File: src/hdl/h264_rtp_fua_packetizer_macros.svh
// Assertion helpers used by the packetiser top module.
`ifndef H264_RTP_FUA_PACKETIZER_MACROS_SVH
`define H264_RTP_FUA_PACKETIZER_MACROS_SVH

`ifndef SYNTHESIS
// Implication checked in the same cycle.
`define FUA_ASSERT_IMP(lbl, clk, rstn, ante, cons) \
  lbl: assert property (@(posedge clk) disable iff (!rstn) (ante) |-> (cons)) \
    else $error("packetiser check failed");
// Implication checked in the next cycle.
`define FUA_ASSERT_NXT(lbl, clk, rstn, ante, cons) \
  lbl: assert property (@(posedge clk) disable iff (!rstn) (ante) |=> (cons)) \
    else $error("packetiser check failed");
`else
`define FUA_ASSERT_IMP(lbl, clk, rstn, ante, cons)
`define FUA_ASSERT_NXT(lbl, clk, rstn, ante, cons)
`endif

`endif

File: src/hdl/h264fua_pkg.sv
package h264fua_pkg;

  // Fixed field widths and sizes.
  localparam int unsigned HeaderBytes = 16;
  localparam int unsigned DefMaxMtu   = 9000;

  // Configuration register indexes.
  typedef enum logic [2:0] {
    CFG_MTU,
    CFG_PT,
    CFG_CHAN,
    CFG_SSRC,
    CFG_RATE,
    CFG_CYCLE,
    CFG_FIRST_SEQ
  } cfg_idx_e;

  // Sequencer states.
  typedef enum logic [2:0] {
    ST_IDLE,
    ST_DIV,
    ST_MUL,
    ST_PLAN,
    ST_EMIT
  } fua_state_e;

  // Register reset values.
  localparam logic [13:0] RstMtu       = 14'd1400;
  localparam logic [6:0]  RstPt        = 7'd96;
  localparam logic [7:0]  RstChan      = 8'd0;
  localparam logic [31:0] RstSsrc      = 32'd0;
  localparam logic [7:0]  RstRate      = 8'd90;
  localparam logic [31:0] RstCycle     = 32'd46800000;
  localparam logic [15:0] RstFirstSeq  = 16'd0;

  // Protocol constants.
  localparam logic [13:0] MinMtu       = 14'd16;
  localparam logic [7:0]  InterleaveCh = 8'h24;
  localparam logic [7:0]  RtpVersion   = 8'h80;
  localparam logic [15:0] RtpFixedLen  = 16'd12;
  localparam logic [4:0]  FuAType      = 5'd28;
  localparam logic [4:0]  NalIdr       = 5'd5;

  // Positions in the result sequence of one item.
  localparam logic [4:0] IdxLastHdr = 5'd15;
  localparam logic [4:0] IdxData    = 5'd18;

endpackage

File: src/hdl/h264fua_stream_if.sv
// Input channel: one NAL byte per transfer.
interface h264fua_in_if;
  logic        valid;
  logic        ready;
  logic [7:0]  data_byte;
  logic [23:0] nal_length;
  logic [31:0] stamp_ms;
  modport source (output valid, data_byte, nal_length, stamp_ms, input ready);
  modport sink   (input valid, data_byte, nal_length, stamp_ms, output ready);
endinterface

// Output channel: one packet stream byte per transfer.
interface h264fua_out_if;
  logic       valid;
  logic       ready;
  logic [7:0] out_byte;
  logic       packet_end;
  logic       marker;
  logic       key_frame;
  logic       run_last;
  modport source (output valid, out_byte, packet_end, marker, key_frame, run_last,
                  input ready);
  modport sink   (input valid, out_byte, packet_end, marker, key_frame, run_last,
                  output ready);
endinterface

File: src/hdl/h264fua_mod_unit.sv
// Bit-serial restoring remainder unit, one dividend bit per cycle.
module h264fua_mod_unit (
  input  logic        clk_i,
  input  logic        rst_ni,
  input  logic        start_i,
  input  logic [31:0] dividend_i,
  input  logic [31:0] divisor_i,
  output logic        done_o,
  output logic [31:0] rem_o
);

  logic        active_q, active_d;
  logic        done_q, done_d;
  logic [4:0]  cnt_q, cnt_d;
  logic [31:0] dvd_q, dvd_d;
  logic [31:0] dsr_q, dsr_d;
  logic [31:0] rem_q, rem_d;
  logic [32:0] trial;

  // One compare and subtract step per cycle.
  always_comb begin
    active_d = active_q;
    done_d   = 1'b0;
    cnt_d    = cnt_q;
    dvd_d    = dvd_q;
    dsr_d    = dsr_q;
    rem_d    = rem_q;
    trial    = {rem_q, dvd_q[31]};
    if (start_i) begin
      active_d = 1'b1;
      cnt_d    = 5'd31;
      dvd_d    = dividend_i;
      dsr_d    = divisor_i;
      rem_d    = 32'd0;
    end else if (active_q) begin
      if (trial >= {1'b0, dsr_q}) begin
        rem_d = 32'(trial - {1'b0, dsr_q});
      end else begin
        rem_d = trial[31:0];
      end
      dvd_d = {dvd_q[30:0], 1'b0};
      cnt_d = cnt_q - 5'd1;
      if (cnt_q == 5'd0) begin
        active_d = 1'b0;
        done_d   = 1'b1;
      end
    end
  end

  // Control state.
  always_ff @(posedge clk_i or negedge rst_ni) begin
    if (!rst_ni) begin
      active_q <= 1'b0;
      done_q   <= 1'b0;
      cnt_q    <= 5'd0;
    end else begin
      active_q <= active_d;
      done_q   <= done_d;
      cnt_q    <= cnt_d;
    end
  end

  // Datapath.
  always_ff @(posedge clk_i) begin
    dvd_q <= dvd_d;
    dsr_q <= dsr_d;
    rem_q <= rem_d;
  end

  assign done_o = done_q;
  assign rem_o  = rem_q;

endmodule

File: src/hdl/h264_rtp_fua_packetizer.sv
// H.264 RTP packetiser with FU-A fragmentation, RTP-over-RTSP interleaved output.
// Input channel in_i takes one NAL byte per transfer, with the NAL length and a
// millisecond stamp. Output channel out_o gives the packet stream one byte per
// transfer; run_last marks the final byte produced for an input byte.
// Configuration is written through cfg_we_i, cfg_idx_i and cfg_data_i; the user
// must write it only while idle, as the block itself does not enforce this.
// The first byte of a NAL unit runs the stamp through a 32-step serial remainder
// unit and a multiply, then the plan state and the output register; any other
// byte goes through the plan state and then the output register.
// Input is not taken while a byte is being worked on, so a new byte waits until
// the last one is through; the remainder unit and the output register, one
// result per cycle unless the receiver stalls, set the pace.
// A fragmented NAL's header byte yields no result at all.
// Reset returns the configuration and control registers to their defaults and the
// sequence counter to zero; no clearing pass is needed.
// If the receiver stalls, the output register holds its byte and the sequencer
// waits; nothing is lost or repeated.
`include "h264_rtp_fua_packetizer_macros.svh"

module h264_rtp_fua_packetizer import h264fua_pkg::*; #(
  parameter int unsigned MaxMtu = DefMaxMtu
) (
  input  logic        clk_i,
  input  logic        rst_ni,
  input  logic        cfg_we_i,
  input  logic [2:0]  cfg_idx_i,
  input  logic [31:0] cfg_data_i,
  h264fua_in_if.sink  in_i,
  h264fua_out_if.source out_o
);

  fua_state_e state_q, state_d;

  // Configuration registers.
  logic [13:0] mtu_q;
  logic [6:0]  pt_q;
  logic [7:0]  chan_q;
  logic [31:0] ssrc_q;
  logic [7:0]  rate_q;
  logic [31:0] cycle_q;

  // Packetiser state.
  logic [15:0] seq_q, seq_d;
  logic [23:0] off_q, off_d;
  logic [13:0] pleft_q, pleft_d;
  logic        frag_q, frag_d;
  logic        first_q, first_d;
  logic [7:0]  latch_q, latch_d;
  logic [31:0] ts_q;

  // Current item.
  logic [7:0]  b_q;
  logic [23:0] len_q;
  logic [31:0] stamp_q;

  // Plan for the results of the current item.
  logic        hdr_d;
  logic        fu_q, fu_d;
  logic [15:0] rl_q, rl_d;
  logic        hmk_q, hmk_d;
  logic        hkey_q, hkey_d;
  logic [15:0] sq_q;
  logic [7:0]  ind_q, ind_d;
  logic [7:0]  fuh_q, fuh_d;
  logic        dpend_q, dpend_d;
  logic        dmk_q, dmk_d;
  logic        dkey_q, dkey_d;
  logic        skip;
  logic [4:0]  idx_q, idx_d;

  // Output register.
  logic        ovalid_q;
  logic [7:0]  obyte_q;
  logic        opend_q, omk_q, okey_q, olast_q;
  logic [7:0]  byte_sel;

  logic        in_acc, load, mod_start, mod_done;
  logic [31:0] mod_rem, stamp_red;
  logic [13:0] mtu_cl, fsize, frag_len;
  logic [23:0] rem;
  logic        fend;
  logic [23:0] off_pre;
  logic [13:0] pleft_pre, pleft_post;

  assign in_acc    = in_i.valid && in_i.ready;
  assign load      = (state_q == ST_EMIT) && (!ovalid_q || out_o.ready);
  assign mod_start = in_acc && (off_q == 24'd0);

  h264fua_mod_unit u_mod (
    .clk_i      (clk_i),
    .rst_ni     (rst_ni),
    .start_i    (mod_start),
    .dividend_i (in_i.stamp_ms),
    .divisor_i  (cycle_q),
    .done_o     (mod_done),
    .rem_o      (mod_rem)
  );

  assign stamp_red = (cycle_q == 32'd0) ? stamp_q : mod_rem;

  // Fragment size from the clamped MTU.
  always_comb begin
    if (mtu_q < MinMtu) begin
      mtu_cl = MinMtu;
    end else if ({3'b0, mtu_q} > 17'(MaxMtu)) begin
      mtu_cl = 14'(MaxMtu);
    end else begin
      mtu_cl = mtu_q;
    end
    fsize = mtu_cl - 14'd2;
  end

  // Next state.
  always_comb begin
    state_d = state_q;
    unique case (state_q)
      ST_IDLE: if (in_acc) state_d = (off_q == 24'd0) ? ST_DIV : ST_PLAN;
      ST_DIV:  if (mod_done) state_d = ST_MUL;
      ST_MUL:  state_d = ST_PLAN;
      ST_PLAN: state_d = skip ? ST_IDLE : ST_EMIT;
      ST_EMIT: if (load && (idx_q == IdxData)) state_d = ST_IDLE;
      default: state_d = ST_IDLE;
    endcase
  end

  // Handshake outputs.
  always_comb begin
    in_i.ready = (state_q == ST_IDLE);
  end

  // Work out the headers and the data byte of the current item.
  always_comb begin
    rem       = (len_q > off_q) ? (len_q - off_q) : 24'd1;
    fend      = 1'b0;
    frag_len  = fsize;
    if (rem <= {10'b0, fsize}) begin
      fend     = 1'b1;
      frag_len = rem[13:0];
      if (first_q && (rem >= 24'd2)) begin
        fend     = 1'b0;
        frag_len = rem[13:0] - 14'd1;
      end
    end

    skip      = 1'b0;
    hdr_d     = 1'b0;
    fu_d      = 1'b0;
    hmk_d     = 1'b0;
    hkey_d    = 1'b0;
    rl_d      = 16'd0;
    ind_d     = {1'b0, latch_q[6:5], FuAType};
    fuh_d     = {first_q, fend, 1'b0, latch_q[4:0]};
    frag_d    = frag_q;
    first_d   = first_q;
    latch_d   = latch_q;
    off_pre   = off_q;
    pleft_pre = pleft_q;

    if (off_q == 24'd0) begin
      if (len_q > {10'b0, fsize}) begin
        // Header byte of a fragmented unit is held back.
        skip      = 1'b1;
        frag_d    = 1'b1;
        first_d   = 1'b1;
        latch_d   = b_q;
        off_pre   = 24'd1;
        pleft_pre = 14'd0;
      end else begin
        hdr_d     = 1'b1;
        frag_d    = 1'b0;
        pleft_pre = len_q[13:0];
        hmk_d     = 1'b1;
        hkey_d    = (b_q[4:0] == NalIdr);
        rl_d      = {2'b0, len_q[13:0]} + RtpFixedLen;
      end
    end else if (pleft_q == 14'd0) begin
      // New FU-A fragment; its indicator type never reads as an IDR.
      hdr_d     = 1'b1;
      fu_d      = 1'b1;
      hmk_d     = fend;
      hkey_d    = 1'b0;
      rl_d      = {2'b0, frag_len} + 16'd2 + RtpFixedLen;
      first_d   = 1'b0;
      pleft_pre = frag_len;
    end

    if (frag_d) begin
      dmk_d  = (({1'b0, off_pre} + 25'(pleft_pre)) >= {1'b0, len_q});
      dkey_d = 1'b0;
    end else begin
      dmk_d  = 1'b1;
      dkey_d = hdr_d && hkey_d;
    end

    pleft_post = (pleft_pre != 14'd0) ? (pleft_pre - 14'd1) : 14'd0;
    dpend_d    = (pleft_post == 14'd0);
    off_d      = off_pre + 24'd1;
    pleft_d    = pleft_post;
    if (dpend_d && (!frag_d || dmk_d)) begin
      off_d   = 24'd0;
      frag_d  = 1'b0;
      first_d = 1'b1;
    end
    if (skip) begin
      off_d   = off_pre;
      pleft_d = pleft_pre;
    end

    seq_d = (hdr_d && !skip) ? (seq_q + 16'd1) : seq_q;
  end

  // Byte at the current emission position.
  always_comb begin
    unique case (idx_q)
      5'd0:    byte_sel = InterleaveCh;
      5'd1:    byte_sel = chan_q;
      5'd2:    byte_sel = rl_q[15:8];
      5'd3:    byte_sel = rl_q[7:0];
      5'd4:    byte_sel = RtpVersion;
      5'd5:    byte_sel = {hmk_q, pt_q};
      5'd6:    byte_sel = sq_q[15:8];
      5'd7:    byte_sel = sq_q[7:0];
      5'd8:    byte_sel = ts_q[31:24];
      5'd9:    byte_sel = ts_q[23:16];
      5'd10:   byte_sel = ts_q[15:8];
      5'd11:   byte_sel = ts_q[7:0];
      5'd12:   byte_sel = ssrc_q[31:24];
      5'd13:   byte_sel = ssrc_q[23:16];
      5'd14:   byte_sel = ssrc_q[15:8];
      5'd15:   byte_sel = ssrc_q[7:0];
      5'd16:   byte_sel = ind_q;
      5'd17:   byte_sel = fuh_q;
      default: byte_sel = b_q;
    endcase
  end

  // Emission position.
  always_comb begin
    idx_d = idx_q;
    if (state_q == ST_PLAN) begin
      idx_d = hdr_d ? 5'd0 : IdxData;
    end else if (load) begin
      idx_d = ((idx_q == IdxLastHdr) && !fu_q) ? IdxData : (idx_q + 5'd1);
    end
  end

  // Control and configuration registers.
  always_ff @(posedge clk_i or negedge rst_ni) begin
    if (!rst_ni) begin
      state_q  <= ST_IDLE;
      mtu_q    <= RstMtu;
      pt_q     <= RstPt;
      chan_q   <= RstChan;
      ssrc_q   <= RstSsrc;
      rate_q   <= RstRate;
      cycle_q  <= RstCycle;
      seq_q    <= RstFirstSeq;
      off_q    <= 24'd0;
      pleft_q  <= 14'd0;
      frag_q   <= 1'b0;
      first_q  <= 1'b1;
      latch_q  <= 8'd0;
      ts_q     <= 32'd0;
      idx_q    <= 5'd0;
      ovalid_q <= 1'b0;
    end else begin
      state_q <= state_d;
      idx_q   <= idx_d;
      if (cfg_we_i) begin
        case (cfg_idx_e'(cfg_idx_i))
          CFG_MTU:   mtu_q   <= cfg_data_i[13:0];
          CFG_PT:    pt_q    <= cfg_data_i[6:0];
          CFG_CHAN:  chan_q  <= cfg_data_i[7:0];
          CFG_SSRC:  ssrc_q  <= cfg_data_i;
          CFG_RATE:  rate_q  <= cfg_data_i[7:0];
          CFG_CYCLE: cycle_q <= cfg_data_i;
          // The first sequence number returns to its default on every reset,
          // so a written value never reaches the counter.
          default: begin
          end
        endcase
      end
      if (state_q == ST_MUL) begin
        ts_q <= 32'(rate_q * stamp_red);
      end
      if (state_q == ST_PLAN) begin
        seq_q   <= seq_d;
        off_q   <= off_d;
        pleft_q <= pleft_d;
        frag_q  <= frag_d;
        first_q <= first_d;
        latch_q <= latch_d;
      end
      if (load) begin
        ovalid_q <= 1'b1;
      end else if (out_o.ready) begin
        ovalid_q <= 1'b0;
      end
    end
  end

  // Item, plan and output payload.
  always_ff @(posedge clk_i) begin
    if (in_acc) begin
      b_q     <= in_i.data_byte;
      len_q   <= (in_i.nal_length == 24'd0) ? 24'd1 : in_i.nal_length;
      stamp_q <= in_i.stamp_ms;
    end
    if (state_q == ST_PLAN) begin
      fu_q    <= fu_d;
      rl_q    <= rl_d;
      hmk_q   <= hmk_d;
      hkey_q  <= hkey_d;
      sq_q    <= seq_q;
      ind_q   <= ind_d;
      fuh_q   <= fuh_d;
      dpend_q <= dpend_d;
      dmk_q   <= dmk_d;
      dkey_q  <= dkey_d;
    end
    if (load) begin
      obyte_q <= byte_sel;
      olast_q <= (idx_q == IdxData);
      opend_q <= (idx_q == IdxData) ? dpend_q : 1'b0;
      omk_q   <= (idx_q == IdxData) ? dmk_q : hmk_q;
      okey_q  <= (idx_q == IdxData) ? dkey_q : hkey_q;
    end
  end

  assign out_o.valid      = ovalid_q;
  assign out_o.out_byte   = obyte_q;
  assign out_o.packet_end = opend_q;
  assign out_o.marker     = omk_q;
  assign out_o.key_frame  = okey_q;
  assign out_o.run_last   = olast_q;

  // Checks on the sequencer.
  `FUA_ASSERT_IMP(a_in_only_idle, clk_i, rst_ni, in_acc, state_q == ST_IDLE)
  `FUA_ASSERT_IMP(a_div_done_state, clk_i, rst_ni, mod_done, state_q == ST_DIV)
  `FUA_ASSERT_NXT(a_data_last, clk_i, rst_ni, load && (idx_q == IdxData), ovalid_q && olast_q && (state_q == ST_IDLE))
  `FUA_ASSERT_NXT(a_hdr_start, clk_i, rst_ni, (state_q == ST_PLAN) && hdr_d && !skip, idx_q == 5'd0)

endmodule
File: src/flat_wrapper.sv
// flat-port wrapper written by rule: the top's interface ports become plain ports
module h264_rtp_fua_packetizer_flat import h264fua_pkg::*;
#(
  parameter int unsigned MaxMtu = DefMaxMtu
)
  (clk_i, rst_ni, cfg_we_i, cfg_idx_i, cfg_data_i, in_i_valid, in_i_data_byte, in_i_nal_length, in_i_stamp_ms, in_i_ready, out_o_valid, out_o_out_byte, out_o_packet_end, out_o_marker, out_o_key_frame, out_o_run_last, out_o_ready);
  h264fua_in_if in_i_i ();
  h264fua_out_if out_o_i ();
  input  logic clk_i;
  input  logic rst_ni;
  input  logic cfg_we_i;
  input  logic [2:0] cfg_idx_i;
  input  logic [31:0] cfg_data_i;
  input wire logic [$bits(in_i_i.valid)-1:0] in_i_valid;
  input wire logic [$bits(in_i_i.data_byte)-1:0] in_i_data_byte;
  input wire logic [$bits(in_i_i.nal_length)-1:0] in_i_nal_length;
  input wire logic [$bits(in_i_i.stamp_ms)-1:0] in_i_stamp_ms;
  output wire logic [$bits(in_i_i.ready)-1:0] in_i_ready;
  output wire logic [$bits(out_o_i.valid)-1:0] out_o_valid;
  output wire logic [$bits(out_o_i.out_byte)-1:0] out_o_out_byte;
  output wire logic [$bits(out_o_i.packet_end)-1:0] out_o_packet_end;
  output wire logic [$bits(out_o_i.marker)-1:0] out_o_marker;
  output wire logic [$bits(out_o_i.key_frame)-1:0] out_o_key_frame;
  output wire logic [$bits(out_o_i.run_last)-1:0] out_o_run_last;
  input wire logic [$bits(out_o_i.ready)-1:0] out_o_ready;
  assign in_i_i.valid = in_i_valid;
  assign in_i_i.data_byte = in_i_data_byte;
  assign in_i_i.nal_length = in_i_nal_length;
  assign in_i_i.stamp_ms = in_i_stamp_ms;
  assign in_i_ready = in_i_i.ready;
  assign out_o_valid = out_o_i.valid;
  assign out_o_out_byte = out_o_i.out_byte;
  assign out_o_packet_end = out_o_i.packet_end;
  assign out_o_marker = out_o_i.marker;
  assign out_o_key_frame = out_o_i.key_frame;
  assign out_o_run_last = out_o_i.run_last;
  assign out_o_i.ready = out_o_ready;
  h264_rtp_fua_packetizer #(.MaxMtu(MaxMtu)) u_core (.clk_i(clk_i), .rst_ni(rst_ni), .cfg_we_i(cfg_we_i), .cfg_idx_i(cfg_idx_i), .cfg_data_i(cfg_data_i), .in_i(in_i_i), .out_o(out_o_i));
endmodule
File: config.mk
export PLATFORM = sky130hd
export DESIGN_NAME = h264_rtp_fua_packetizer_flat
export DESIGN_NICKNAME = d
export VERILOG_FILES = /design/src/hdl/h264fua_pkg.sv /design/src/hdl/h264fua_stream_if.sv /design/src/hdl/h264fua_mod_unit.sv /design/src/hdl/h264_rtp_fua_packetizer.sv /design/src/flat_wrapper.sv
export VERILOG_INCLUDE_DIRS = /design/src /design/src/hdl
export SDC_FILE = /design/constraint.sdc
export NUM_CORES = 2
export LEC_CHECK = 0
export BUFFER_PORTS_ARGS = -buffer_cell sky130_fd_sc_hd__clkbuf_2
export CAP_MARGIN = 15
export CORE_ASPECT_RATIO = 1.5
export CORE_MARGIN = 2
export CORE_UTILIZATION = 60
export DETAILED_ROUTE_END_ITERATION = 12
export PLACE_DENSITY_LB_ADDON = 0.15
export SLEW_MARGIN = 0
export SYNTH_ARGS = -nofsm -noshare
export SYNTH_HDL_FRONTEND = slang
export SYNTH_SLANG_ARGS = --single-unit
File: constraint.sdc
create_clock -name clk_i -period 17 [get_ports clk_i]
set_input_delay 1.7 -clock clk_i [delete_from_list [all_inputs] [get_ports clk_i]]
set_output_delay 1.7 -clock clk_i [all_outputs]
set_load 0.05 [all_outputs]
# --- After elaboration in Yosys (flattened, before gate mapping) ---
# Cells that the tools add are included.
totals:
  regBits: 431
  out_inout_bits: 14
  wordCells: 195
classes:
  addsub: 13
  mul: 1
  order_cmp: 8
  n_eq_ne: 32
  mux: 62
  n_reduce_logical: 39
ops:
  columns: ["cell", "count"]
  rows:
  - ["case mux 8 bit (18 select lines)", 1]
  - ["two-way mux 32 bit", 4]
  - ["two-way mux 14 bit", 9]
  - ["two-way mux 24 bit", 5]
  - ["logical NOT 24 bit", 2]
  - ["two-way mux 16 bit", 3]
  - ["equality test 5 x 4 -> 1 bit (second input constant)", 8]
  - ["greater-or-equal comparator 33 x 32 -> 1 bit", 1]
  - ["logical NOT 32 bit", 1]
  - ["multiplier 8 x 32 -> 32 bit", 1]
  - ["subtractor 32 bit", 1]
  - ["two-way mux 5 bit", 6]
  - ["logical NOT 14 bit", 2]
  - ["two-way mux 1 bit", 28]
  - ["subtractor 14 x 1 -> 14 bit (second input constant)", 2]
  - ["adder 24 x 14 -> 25 bit", 1]
  - ["equality test 5 x 3 -> 1 bit (second input constant)", 5]
  - ["greater-or-equal comparator 25 x 24 -> 1 bit", 1]
  - ["adder 24 x 1 -> 24 bit (second input constant)", 1]
  - ["greater-or-equal comparator 24 x 2 -> 1 bit (second input constant)", 1]
  - ["> comparator 24 x 14 -> 1 bit", 1]
  - ["> comparator 24 bit", 1]
  - ["<= comparator 24 x 14 -> 1 bit", 1]
  - ["subtractor 24 bit", 1]
  - ["other kinds (30)", 68]

# --- Longest topological paths before layout ---
depth:
  ltp_word: 15
  mapped_depth: 57
  depth_no_buf: 54

# --- Hierarchy ---
# From an unflattened synthesis, not the netlist that was laid out.
hier_totals:
  hier_cells: 3314
  hier_area_um2: 32188.4
modules_own_cells:
  columns: ["module", "instances", "cells_each", "area_per_inst_um2", "seq_area_each_um2"]
  rows:
  - ["h264_rtp_fua_packetizer", 1, 2711, 26080.0, 8821.0]
  - ["h264fua_mod_unit", 1, 603, 6108.4, 2737.6]

# --- Worst setup path before layout ---
# No wires, ideal clock.
synth_timing:
  path_type: "reg2reg"
  start: "reg u_core.len_q[0]"
  end: "reg u_core.off_q[20]"
  arrival_ns: 9.894
  slack_ns: 7.019
  path_stages_with_launch: 56
  synth_period_minus_slack_ns: 9.981
  cell_sequence: "edfxtp_1 inv_1 ha_1 inv_1 fa_1 a211oi_2 o211ai_1 nand3_1 nand2_1 a31oi_1 clkbuf_1 clkbuf_1 clkbuf_1 nor2_1 ha_1 a21o_1 a21o_1 a21oi_1 (+20 left out) a21o_1 a21o_1 xnor2_1 ha_1 a21o_1 a21o_1 a21oi_1 o21ai_0 o21ai_0 a211o_1 a21oi_1 a311o_1 nor2b_1 a32o_1 nor3_2 buf_2 o21bai_1 a22oi_1"
synth_via:
  elab_chain_len: 15
  elab_cells_between_ends: 31
synth_rtl:
  columns: ["item", "line", "rtl"]
  rows:
  - ["start: declaration", "h264_rtp_fua_packetizer.sv:53", "logic [23:0] len_q;"]
  - ["start signal: assignment", "h264_rtp_fua_packetizer.sv:306", "len_q <= (in_i.nal_length == 24'd0) ? 24'd1 : in_i.nal_length;"]
  - ["subtractor 24 bit or > comparator 24 bit (tied branches)", "h264_rtp_fua_packetizer.sv:133", "rem = (len_q > off_q) ? (len_q - off_q) : 24'd1;"]
  - ["two-way mux 24 bit", "h264_rtp_fua_packetizer.sv:133", null]
  - ["greater-or-equal comparator 24 x 2 -> 1 bit", "h264_rtp_fua_packetizer.sv:139", "if (first_q && (rem >= 24'd2)) begin"]
  - ["logical AND 1 bit", "h264_rtp_fua_packetizer.sv:139", null]
  - ["two-way mux 14 bit", "h264_rtp_fua_packetizer.sv:139", null]
  - ["two-way mux 14 bit", "h264_rtp_fua_packetizer.sv:136", "if (rem <= {10'b0, fsize}) begin"]
  - ["two-way mux 14 bit", "h264_rtp_fua_packetizer.sv:176", "end else if (pleft_q == 14'd0) begin"]
  - ["two-way mux 14 bit", "h264_rtp_fua_packetizer.sv:159", "if (off_q == 24'd0) begin"]
  - ["adder 24 x 14 -> 25 bit", "h264_rtp_fua_packetizer.sv:188", "dmk_d = (({1'b0, off_pre} + 25'(pleft_pre)) >= {1'b0, len_q});"]
  - ["greater-or-equal comparator 25 x 24 -> 1 bit", "h264_rtp_fua_packetizer.sv:188", null]
  - ["two-way mux 1 bit *", "h264_rtp_fua_packetizer.sv:187", "if (frag_d) begin"]
  - ["named net u_core.dmk_d", "h264_rtp_fua_packetizer.sv:66", "logic dmk_q, dmk_d;"]
  - ["logical OR 1 bit *", "h264_rtp_fua_packetizer.sv:199", "if (dpend_d && (!frag_d || dmk_d)) begin"]
  - ["logical AND 1 bit *", "h264_rtp_fua_packetizer.sv:199", null]
  - ["two-way mux 24 bit *", "h264_rtp_fua_packetizer.sv:199", null]
  - ["two-way mux 24 bit *", "h264_rtp_fua_packetizer.sv:204", "if (skip) begin"]
  - ["end signal: assignment", "h264_rtp_fua_packetizer.sv:258", "off_q <= 24'd0;"]
  - ["end signal: assignment", "h264_rtp_fua_packetizer.sv:288", "off_q <= off_d;"]
  - ["end: declaration", "h264_rtp_fua_packetizer.sv:44", "logic [23:0] off_q, off_d;"]
# Mark *: on every way through the listed nets, which the timed path passes. The rest lies on a longest branch.
# A chain may end at the register's enable or synchronous reset.

# --- Worst setup path in the final report ---
layout_timing:
  start: "reg u_core.mtu_q[3]"
  end: "reg u_core.off_q[6]"
layout_via:
  elab_chain_len: 15
  elab_cells_between_ends: 29
layout_rtl:
  columns: ["item", "line", "rtl"]
  rows:
  - ["start: declaration", "h264_rtp_fua_packetizer.sv:35", "logic [13:0] mtu_q;"]
  - ["start signal: assignment", "h264_rtp_fua_packetizer.sv:251", "mtu_q <= RstMtu;"]
  - ["start signal: assignment", "h264_rtp_fua_packetizer.sv:271", "CFG_MTU: mtu_q <= cfg_data_i[13:0];"]
  - ["> comparator 14 bit", "h264_rtp_fua_packetizer.sv:105", "end else if ({3'b0, mtu_q} > 17'(MaxMtu)) begin"]
  - ["two-way mux 14 bit", "h264_rtp_fua_packetizer.sv:105", null]
  - ["two-way mux 14 bit *", "h264_rtp_fua_packetizer.sv:103", "if (mtu_q < MinMtu) begin"]
  - ["subtractor 14 x 2 -> 14 bit *", "h264_rtp_fua_packetizer.sv:110", "fsize = mtu_cl - 14'd2;"]
  - ["<= comparator 24 x 14 -> 1 bit", "h264_rtp_fua_packetizer.sv:136", null]
  - ["two-way mux 14 bit", "h264_rtp_fua_packetizer.sv:136", null]
  - ["two-way mux 14 bit", "h264_rtp_fua_packetizer.sv:176", null]
  - ["two-way mux 14 bit", "h264_rtp_fua_packetizer.sv:159", null]
  - ["adder 24 x 14 -> 25 bit", "h264_rtp_fua_packetizer.sv:188", null]
  - ["greater-or-equal comparator 25 x 24 -> 1 bit", "h264_rtp_fua_packetizer.sv:188", null]
  - ["two-way mux 1 bit *", "h264_rtp_fua_packetizer.sv:187", null]
  - ["named net u_core.dmk_d", "h264_rtp_fua_packetizer.sv:66", null]
  - ["logical OR 1 bit *", "h264_rtp_fua_packetizer.sv:199", null]
  - ["logical AND 1 bit *", "h264_rtp_fua_packetizer.sv:199", null]
  - ["two-way mux 24 bit *", "h264_rtp_fua_packetizer.sv:199", null]
  - ["two-way mux 24 bit *", "h264_rtp_fua_packetizer.sv:204", null]
# Marked as above.

==> key figures <==
STA
  – Fmax: 86.6 MHz
  – Final worst path period share: 0.680
  – Unrepaired setup endpoints after global routing: no
  – Final critical-path required period: 11550 ps
  – Worst Clk Skew: 29.6 ps
  – Setup violators final: 0
  – Total Negative Setup Slacks: 0 ps
  – Slew Limit Headroom: 0.202
  – Actual slew at the worst max-slew pin: 1200 ps
  – Final slew viol count: 0
  – Hold Fails Final Rpt: 0

Place
  – Placed wire-length estimate after detailed placement: 84.0 mm
  – Global placement routability congestion: 1.00
  – Input/output buffers: 117
  – Count of placed standard cells including taps: 4098

Clock tree
  – Clock tree from TritonCTS: done
  – Sinks on the clock net: 431
  – H-tree depth: 2
  – Num CTS Buffers: 43
  – Clock insertion delay at the later pin of the skew report: 590 ps
  – Buffers inserted by post-CTS timing repair: 0
  – Clock tree buffer depth: 3
  – Number of resized instances in the post-cts repair step: 0
  – Clk slew on worst S/H paths: 70 ps
  – Hold_buf cts: 0
  – Clock tree root buffer cell: sky130_fd_sc_hd__clkbuf_16

Drt
  – Overall routed net length: 106 mm
  – Violation count after the first detailed-routing iteration: 1691
  – DRC viols: 0
  – TritonRoute pass-1 iters: 8
  – Routed length per instance: 25.4 um
  – Total via count after detailed routing: 26.8k
  – Routed via count divided by cell count: 6.42
  – Antenna Violating Nets Remaining: 0

Cells and area
  – Fraction of layout instances using a drive strength above 1: 0.139
  – Antenna diode count: 0
  – Nets: 3888
  – Layout overhead on the synthesized area: 7.57%
  – Number of non-filler instances in the completed layout: 4178

Critical path
  – Critical path type: reg2reg
  – Endpoint of the most critical register-to-register path: u_core.off_q[6]
  – Req. time, crit path: 17510 ps
  – Endpoint arrival time on the critical path: 12060 ps
  – Slowest-stage cell, CP: sky130_fd_sc_hd__nor2_1
  – Largest stage delay on the critical path: 820 ps
  – Launch instance of the worst register-to-register path: u_core.mtu_q[3]
  – Register-to-Register Setup Slack: 5450 ps
  – Worst reg2reg path depth: 51
  – Startpoint type of the worst setup path: flop
  – Worst setup path startpoint: u_core.mtu_q[3]
  – Critical Path Fanout Max: 14
  – Most used cell, CP: sky130_fd_sc_hd__a21oi_1
  – Kind of end point of the critical path: flop

Run
  – Reported max-cap violation count: 0

Synthesis
  – Share of flip-flops with an asynchronous set or reset: 0.492
  – Ys Warns: 0
  – Number of synthesized register bits: 431
  – Sequential fraction of the synthesis area: 0.354
  – Top cells by area in the synthesized netlist: sky130_fd_sc_hd__edfxtp_1 17%, sky130_fd_sc_hd__dfrtp_1 15%, sky130_fd_sc_hd__fa_1 9.7%
  – Yosys top cell by area: sky130_fd_sc_hd__edfxtp_1
  – Number of synthesized flops with an enable pin: 187
  – Post-synthesis average cell area: 9.55 um2
  – Netlist area before placement: 0.0328 mm2
  – Cell count after synthesis: 3432
  – Cell with the most instances after synthesis: sky130_fd_sc_hd__nand2_1
  – Most numerous cell types in the synthesized netlist: 451 x sky130_fd_sc_hd__nand2_1, 304 x sky130_fd_sc_hd__inv_1, 190 x sky130_fd_sc_hd__dfrtp_1
  – Share of the synthesized area in the top cell type: 0.171
  – Commonest register cell after synthesis: sky130_fd_sc_hd__dfrtp_1
  – Library cells used by synthesis: 114
  – Post-Syn Nets: 3866

Global route
  – Vias in the first global route: 27.7k
  – Antenna violations before repair: 0
  – Wire length of the first global-routing pass: 162 mm
  – GRT met3 Usage: 0.0465
  – GR Layer Usage met1: 0.374
  – Pin count of the biggest net entering global routing: 84
  – GR peak layer: met2
  – Overflow left after global routing: 0
  – Total routing resource utilization after global routing: 0.378
  – Global-route track usage on met2: 0.679

Floorplan
  – Floorplan die height: 290 um
  – Num ports: 118
  – Number of core rows: 104
  – Die area: 0.0565 mm2
  – Starting Density: 0.608
  – Horiz. Die Dim: 195 um
  – CORE AREA: 0.0539 mm2

Worst hold path
  – Hold Path Origin: u_core.latch_q[4]
  – Endpoint with the worst hold slack: u_core.fuh_q[4]
  – Number of cells on the worst hold path: 0
  – Path type of the worst min-delay path: reg2reg

Status
  – Status: finished, final reports clean
==> per-stage QoR <==
step | instance area (um2) | hold slack, ps | utilization | setup slack [ps]
2_1_floorplan | 32800 | 419 | - | 7020
5_1_grt | 35200 | 468 | 0.654 | 4710
6_report | 35200 | 460 | 0.654 | 5450
3_3_place_gp | 33800 | 427 | 0.627 | 5850
4_1_cts | 35200 | 453 | 0.654 | 5630
3_5_place_dp | 33800 | 439 | 0.627 | 5690
==> worst max-delay path by stage <==
stage | endpoint | slack (ps) | cells past startpoint
after floorplan | u_core.off_q[20] | 7020 | 55
after global placement | u_core.off_q[18] | 5850 | 49
after detailed placement | u_core.off_q[18] | 5690 | 49
after CTS | u_core.off_q[18] | 5630 | 49
after global routing | u_core.off_q[6] | 4710 | 51
final | u_core.off_q[6] | 5450 | 51
==> registers in the layout, summed over array words and instances, names as in the netlist, 14 cells and up <==
register,cells
u_core.cycle_q,32
u_core.ssrc_q,32
u_core.stamp_q,32
u_core.ts_q,32
u_core.u_mod.dsr_q,32
u_core.u_mod.dvd_q,32
u_core.u_mod.rem_o,32
u_core.len_q,24
u_core.off_q,24
u_core.rl_q,16
u_core.seq_q,16
u_core.sq_q,16
u_core.mtu_q,14
u_core.pleft_q,14
==> layer usage <==
metal / wire, um / vias up / part of all wire
met5: 0 / - / 0
met4: 11900 / 0 / 0.11
met3: 5760 / 449 / 0.054
met2: 54500 / 1232 / 0.51
met1: 34100 / 13071 / 0.32
li1: - / 12077 / -
==> cell type report <==
class                      count  area (um2)
multi-input combinational   2529       19400
inverter                     306        1150
clock buffer                  55        1240
sequential                   431       11600
clock inverter                25         231
tap                          689         862
fill                        4304       18600
timing repair buffer         143         791
==> logic make-up (layout without fill, tap and decap cells) <==
| family | count (synthesis) | in the layout | synth area share |
|---|---|---|---|
| simple gates | 1196 | 1196 | 0.181 |
| compound gates | 640 | 640 | 0.136 |
| buf+inv | 472 | 529 | 0.0557 |
| flops | 431 | 431 | 0.354 |
| fa+ha+maj | 330 | 330 | 0.162 |
| mux | 203 | 203 | 0.0688 |
| xor+xnor | 159 | 159 | 0.0425 |
| other cells | 1 | 1 | 0.000114 |
==> placed cells by master (no fill, tap or decap), drive strengths merged, types with 10 or more instances in the layout <==
master  netlist  routed
dfrtp       190     190
edfxtp      187     187
a22o         11      11
dfxtp        32      32
or2          21      21
nor2        177     177
nor3         83      83
nor2b        36      36
buf          27      27
nor4         42      42
a221oi       18      18
clkinv        0      13
o31ai        21      21
o21bai       16      16
or4          10      10
xor2         41      41
ha          171     171
clkbuf      139     171
o21ai       156     156
fa          159     159
a21o         44      44
nand4        51      51
or3          22      22
dfstp        22      22
mux2i        44      44
xnor2       118     118
a211oi       28      28
inv         306     315
o22ai        21      21
o21a         22      22
and3         23      23
a31oi        24      24
nand2b       27      27
mux2        159     159
o211ai       24      24
a21oi       109     109
and2        117     117
a22oi        49      49
nand2       452     452
nand3        98      98
==> worst max-delay path, delay by kind of cell, from the launching register on <==
family	cells	cell delay [ps]
AO/OA/AOI/OAI	31	5930
XOR/XNOR	1	150
adder cells (fa/ha/maj)	4	1200
buffers and inverters	2	290
flip-flops	1	620
AND/OR/NAND/NOR	13	3270
Power is not shown: default switching activity piles up to over one toggle a cycle in this logic, so the estimate is an artifact.
